===== src/hdl/u8d_pkg.sv =====
`timescale 1ns / 1ps

package u8d_pkg;

  // widths fixed by the byte format
  localparam int unsigned ByteW      = 8;
  localparam int unsigned CpW        = 31;
  localparam int unsigned HoldDepth  = 5;
  localparam int unsigned MaxResults = 6;

  // lead byte class masks and patterns
  localparam logic [7:0] ContMask  = 8'hc0;
  localparam logic [7:0] ContVal   = 8'h80;
  localparam logic [7:0] Lead2Mask = 8'he0;
  localparam logic [7:0] Lead2Val  = 8'hc0;
  localparam logic [7:0] Lead3Mask = 8'hf0;
  localparam logic [7:0] Lead3Val  = 8'he0;
  localparam logic [7:0] Lead4Mask = 8'hf8;
  localparam logic [7:0] Lead4Val  = 8'hf0;
  localparam logic [7:0] Lead5Mask = 8'hfc;
  localparam logic [7:0] Lead5Val  = 8'hf8;
  localparam logic [7:0] Lead6Mask = 8'hfe;
  localparam logic [7:0] Lead6Val  = 8'hfc;
  localparam logic [7:0] LeadBits  = 8'h7f;
  localparam logic [7:0] PayBits   = 8'h3f;

  // input transaction
  typedef struct packed {
    logic [ByteW-1:0] byte_in;
    logic             end_of_stream;
  } in_t;

  // output transaction
  typedef struct packed {
    logic [CpW-1:0] code_point;
    logic           last_of_run;
  } out_t;

  // sequence tracking state
  typedef struct packed {
    logic [2:0] count;
    logic [2:0] exp_len;
  } state_t;

  // results of one byte, drained one per cycle while the receiver does not stall
  typedef struct packed {
    logic [MaxResults-1:0][ByteW-1:0] bytes;
    logic [CpW-1:0]                   value;
    logic                             use_value;
    logic [2:0]                       count;
  } burst_t;

  // everything one byte changes
  typedef struct packed {
    state_t           nxt;
    logic             wr_en;
    logic [2:0]       wr_idx;
    burst_t           burst;
  } step_t;

endpackage


===== src/hdl/u8d_step.sv =====
`timescale 1ns / 1ps

module u8d_step (
  input  u8d_pkg::in_t                                           item_i,
  input  u8d_pkg::state_t                                        state_i,
  input  logic [u8d_pkg::HoldDepth-1:0][u8d_pkg::ByteW-1:0]      pend_i,
  output u8d_pkg::step_t                                         step_o
);
  import u8d_pkg::*;

  logic [ByteW-1:0] b;
  logic             eos;
  logic [2:0]       len;
  logic             is_lead;
  logic             is_cont;
  logic             seq_open;
  logic             seq_done;
  logic [ByteW-1:0] ext [MaxResults];
  logic [ByteW-1:0] lead_m;
  logic [CpW-1:0]   acc;

  // sequence length from a lead byte, 1 for ASCII, 0 for continuation or invalid bytes
  function automatic logic [2:0] lead_len(input logic [ByteW-1:0] v);
    logic [2:0] r;
    priority if (v[7] == 1'b0)               r = 3'd1;
    else if ((v & Lead2Mask) == Lead2Val)    r = 3'd2;
    else if ((v & Lead3Mask) == Lead3Val)    r = 3'd3;
    else if ((v & Lead4Mask) == Lead4Val)    r = 3'd4;
    else if ((v & Lead5Mask) == Lead5Val)    r = 3'd5;
    else if ((v & Lead6Mask) == Lead6Val)    r = 3'd6;
    else                                     r = 3'd0;
    return r;
  endfunction

  assign b        = item_i.byte_in;
  assign eos      = item_i.end_of_stream;
  assign len      = lead_len(b);
  assign is_lead  = (len >= 3'd2);
  assign is_cont  = ((b & ContMask) == ContVal);
  assign seq_open = (state_i.count != 3'd0) && (state_i.exp_len >= 3'd2);
  assign seq_done = ((state_i.count + 3'd1) >= state_i.exp_len);

  // held bytes with the current byte placed right after them
  always_comb begin
    for (int i = 0; i < HoldDepth; i++) begin
      ext[i] = (state_i.count == 3'(i)) ? b : pend_i[i];
    end
    ext[HoldDepth] = b;
  end

  // assemble the code point: masked lead bits, then six bits per byte
  always_comb begin
    lead_m = pend_i[0] & (LeadBits >> state_i.exp_len);
    acc    = CpW'(lead_m);
    for (int i = 1; i < MaxResults; i++) begin
      if (3'(i) < state_i.exp_len) begin
        acc = {acc[CpW-7:0], ext[i][5:0]};
      end
    end
  end

  // next state and result list
  always_comb begin
    step_o                 = '0;
    step_o.burst.value     = acc;
    for (int i = 0; i < MaxResults; i++) begin
      step_o.burst.bytes[i] = ext[i];
    end
    step_o.wr_idx = state_i.count;

    priority if (!seq_open) begin
      // no open sequence: hold a lead (unless end of stream), pass anything else through raw
      if (is_lead && !eos) begin
        step_o.wr_en       = 1'b1;
        step_o.wr_idx      = 3'd0;
        step_o.nxt.count   = 3'd1;
        step_o.nxt.exp_len = len;
      end else begin
        step_o.burst.count = 3'd1;
      end
    end else if (is_cont && seq_done) begin
      // sequence complete
      step_o.burst.use_value = 1'b1;
      step_o.burst.count     = 3'd1;
    end else if (is_cont) begin
      // keep collecting, or flush everything raw at end of stream
      if (eos) begin
        step_o.burst.count = state_i.count + 3'd1;
      end else begin
        step_o.wr_en       = (state_i.count < 3'(HoldDepth));
        step_o.nxt.count   = state_i.count + 3'd1;
        step_o.nxt.exp_len = state_i.exp_len;
      end
    end else begin
      // bad continuation: flush held bytes, then treat byte as a new lead
      if (is_lead && !eos) begin
        step_o.wr_en       = 1'b1;
        step_o.wr_idx      = 3'd0;
        step_o.nxt.count   = 3'd1;
        step_o.nxt.exp_len = len;
        step_o.burst.count = state_i.count;
      end else begin
        step_o.burst.count = state_i.count + 3'd1;
      end
    end
  end

endmodule


===== src/hdl/utf8_stream_decoder.sv =====
`timescale 1ns / 1ps

// Byte-serial UTF-8 decoder for the original 1 to 6 byte forms.
// Input channel: one byte per transaction (in_valid_i / in_stall_o), with an
// end_of_stream flag that flushes any held bytes raw after that byte.
// Output channel: one code point per transaction (out_valid_o / out_stall_i);
// last_of_run marks the final result caused by an input byte.
// A byte is decoded in the cycle it is accepted and its results sit in the
// result register from the next cycle on.
// A byte gives 0 to 6 results, drained one per cycle from the result register
// while the receiver does not stall; plain ASCII runs at one byte a cycle then.
// The next byte is taken in the same cycle as the last pending result leaves.
// When the receiver stalls, the current result holds and input stalls once
// the result register is still busy.
// Reset clears the sequence state and the result register; no clearing pass.
module utf8_stream_decoder (
  input  logic            clk_i,
  input  logic            rst_ni,
  input  logic            in_valid_i,
  output logic            in_stall_o,
  input  u8d_pkg::in_t    in_data_i,
  output logic            out_valid_o,
  input  logic            out_stall_i,
  output u8d_pkg::out_t   out_data_o
);
  import u8d_pkg::*;

  state_t                           state_q;
  logic [HoldDepth-1:0][ByteW-1:0]  pend_q;
  burst_t                           burst_q;
  step_t                            step;
  logic                             in_fire;
  logic                             out_fire;

  // decode step for the incoming byte
  u8d_step u_step (
    .item_i  (in_data_i),
    .state_i (state_q),
    .pend_i  (pend_q),
    .step_o  (step)
  );

  // handshakes
  assign out_valid_o = (burst_q.count != 3'd0);
  assign out_fire    = out_valid_o && !out_stall_i;
  assign in_stall_o  = !((burst_q.count == 3'd0) ||
                         ((burst_q.count == 3'd1) && !out_stall_i));
  assign in_fire     = in_valid_i && !in_stall_o;

  // sequence state
  always_ff @(posedge clk_i or negedge rst_ni) begin
    if (!rst_ni) begin
      state_q <= '0;
    end else if (in_fire) begin
      state_q <= step.nxt;
    end
  end

  // held bytes
  always_ff @(posedge clk_i) begin
    if (in_fire && step.wr_en) begin
      pend_q[step.wr_idx] <= in_data_i.byte_in;
    end
  end

  // result register: load on a new byte, shift out one per transaction
  always_ff @(posedge clk_i or negedge rst_ni) begin
    if (!rst_ni) begin
      burst_q <= '0;
    end else if (in_fire) begin
      burst_q <= step.burst;
    end else if (out_fire) begin
      burst_q.count <= burst_q.count - 3'd1;
      for (int i = 0; i < MaxResults - 1; i++) begin
        burst_q.bytes[i] <= burst_q.bytes[i+1];
      end
    end
  end

  // output payload
  assign out_data_o.code_point  = burst_q.use_value ? burst_q.value
                                                    : CpW'(burst_q.bytes[0]);
  assign out_data_o.last_of_run = (burst_q.count == 3'd1);

endmodule


===== config.mk =====
export PLATFORM = sky130hd
export DESIGN_NAME = utf8_stream_decoder
export DESIGN_NICKNAME = d
export VERILOG_FILES = /design/src/hdl/u8d_pkg.sv /design/src/hdl/u8d_step.sv /design/src/hdl/utf8_stream_decoder.sv
export SDC_FILE = /design/constraint.sdc
export NUM_CORES = 1
export LEC_CHECK = 0
export BUFFER_PORTS_ARGS = -buffer_cell sky130_fd_sc_hd__buf_2
export CAP_MARGIN = 20
export CORE_UTILIZATION = 63
export CTS_BUF_LIST = sky130_fd_sc_hd__clkbuf_8
export CTS_CLUSTER_SIZE = 30
export DETAILED_ROUTE_END_ITERATION = 10
export PLACE_DENSITY = 0.95
export SYNTH_ARGS = -nofsm -noshare
export SYNTH_HDL_FRONTEND = slang
export SYNTH_SLANG_ARGS = --single-unit

===== constraint.sdc =====
create_clock -name clk_i -period 4.36 [get_ports clk_i]
set_input_delay 0.436 -clock clk_i [delete_from_list [all_inputs] [get_ports clk_i]]
set_output_delay 0.436 -clock clk_i [all_outputs]
set_load 0.01 [all_outputs]

==> out/metrics.cfg <==
[worst_setup_path]
cp_max_fo=8
worstSetupEndpointType=flip-flop
worst_setup_path_start_kind=flip-flop
crit_type=flip-flop to flip-flop
crit_required_ns=4.43
arrival_ns=3.46

[floorplan]
die_x_um=107
dieArea_um2=11400
core.rowCount=37
die_y_um=107
ios=47
core_area_um2=10500
start_util_pct=65.9

[timing]
rsz0062_at_grt=false
worstMarginPinSlew_ns=0.916
hold_viol_final=0
fin_skew_ns=0.0128
finalSetupTns_ns=0
setup_violations=0
fin_crit_sh_pct=77.7
finalMaxSlewViolations=0
fin_hold_ws_ns=0.348
relSlewSlack_pct=38.9
fmax_ghz=0.295
min_period_ns=3.39

[cts]
cts_resized=0
clock_path_buffers=2
cts.sinks=129
cts_setup_buffers=0
cts_hold_buf=1
numCtsBuffers=17
clk-insertion-delay-late_ns=0.45
ctsRootBufferMaster=clkbuf_8
cts-htree-levels=4
cts_tree=done
clkTransAtPathRegs_ns=0.08

[final_layout]
diodes=0
fin_util_pct=72.4
drive_gt1_share_pct=15.9
areaGrowthSynthToFinish_pct=9.74
layout.nets=760

[placement]
io_buffer_count=46
hpwl_um=12100
place_congestion=0.990

[global_route]
grt_pass1_wl_um=29000
antenna_found_initial=0
grt_start_max_net_pins=78
grt_overflow_total=0
grt_pass1_vias=5517
grtUsageTotal_pct=33.8

[worst_hold_path]
hold_path_class=primary input to flip-flop

[logic_synthesis]
synth.ff_latch_count=129
synth_edf_count=40
syn_area_um2=6900
avgSynthCellArea_um2=9.66
ys_seq_area_share_pct=49.7
postSynthCellCount=714
async_flop_share_pct=69.0
synthFlopType=dfrtp_1
yosys_warnings=0
syn_nets=739
synth_cell_types=62

[detailed_routing]
wl_per_cell_um=20.5
dr_total_vias=5780
drt_iter0_drc=777
ant_nets=0
avgViaCountPerCell=6.54
drc=0
dr.pass1.iters=6
wl_um=18100

[power]
ir_drop_mv=0.369
power_density_nw_per_um2=632
power.leakage_nw=3.33

[job]
drv_cap=0

[outcome]
status=completed

routing by layer:
metal	track usage (%)	routed length, µm
met1	46.8	7380
met2	51.9	8570
met3	7.78	1670
met4	13.4	480
met5	0	0
report_power, final:
| group | leakage (nW) | internal [mW] | total (mW) | switching (mW) |
|---|---|---|---|---|
| Combinational | 1.61 | 0.726 | 1.90 | 1.18 |
| Clock | 0.194 | 0.512 | 1.02 | 0.507 |
| Sequential | 1.52 | 1.61 | 1.86 | 0.252 |
layout by cell type, fill, tap and decap left out, types with 11 or more instances in the layout:
cell type	instances
clkbuf_8	17
o21ai_0	73
buf_4	11
ha_1	12
a21oi_1	53
buf_2	45
nand2_1	103
inv_1	15
mux2_2	22
and2_1	24
dfrtp_1	89
nor2_1	56
edfxtp_1	40
mux2i_1	40
worst max-delay path, stage by stage (launching register included):
cell and delay [ns]:
dfrtp_1 0.50, ha_1 0.27, ha_1 0.34, inv_1 0.06, ha_1 0.29, a21oi_1 0.13
o21ai_0 0.21, o41a_1 0.50, nand2b_1 0.20, nor2_1 0.52
registers in the layout (all words and copies together) (netlist names):
name,count
burst_q,83
pend_q,40
state_q,6
synth_stat cells, drive strengths merged (12+ instances only):
library cell	number	area [µm²]
inv	15	56.3
edfxtp	40	1200
dfrtp	89	2230
ha	12	150
clkbuf	38	143
buf	18	98.8
o21ai	74	370
a21oi	53	265
mux2i	40	400
nor2	56	210
and2	24	150
nand2	103	387
mux2	24	274
kinds of logic after synthesis:
logic type               after synthesis  share of synthesized area (%)
AO/OA/AOI/OAI                        214                           19.5
adder cells (fa/ha/maj)               12                           2.18
buffers and inverters                 71                           4.32
flip-flops                           129                           49.7
multiplexers                          64                           9.78
AND/OR/NAND/NOR                      224                           14.5
worst paths after layout:
path / startpoint / end / slack [ns] / cells past startpoint
hold / removal: in_data_i[5] / burst_q[79] / 0.35 / 3
hold reg to reg: burst_q[79] / burst_q[79] / 0.47 / 2
max in group asynchronous: rst_ni / burst_q[70] / 2.83 / 3
setup reg to reg: state_q[3] / pend_q[4] / 0.97 / 9
setup / recovery: state_q[3] / pend_q[4] / 0.97 / 9
min in group asynchronous: rst_ni / burst_q[48] / 0.44 / 2
cell type report:
class                   instances  area [µm²]
flip-flops and latches        129        3430
multi-input cells             514        3190
fillers                       762        2890
repair buffers                 58         338
clock buffers                  17         234
well taps                     136         170
clock inverters                15         159
inverters                      15        56.3
through the flow:
step / area (µm²) / setup slack [ns] / total power, mW / cells
2_1_floorplan: 6900 / 0.884 / 3.19 / 714
3_3_place_gp: 7150 / 1.26 / 3.60 / 850
3_5_place_dp: 7150 / 1.11 / 3.70 / 850
4_1_cts: 7550 / 1.01 / 4.74 / 883
5_1_grt: 7570 / 0.778 / 5.06 / 884
6_report: 7570 / 0.971 / 4.78 / 884
(Power assumes the default switching activity.)
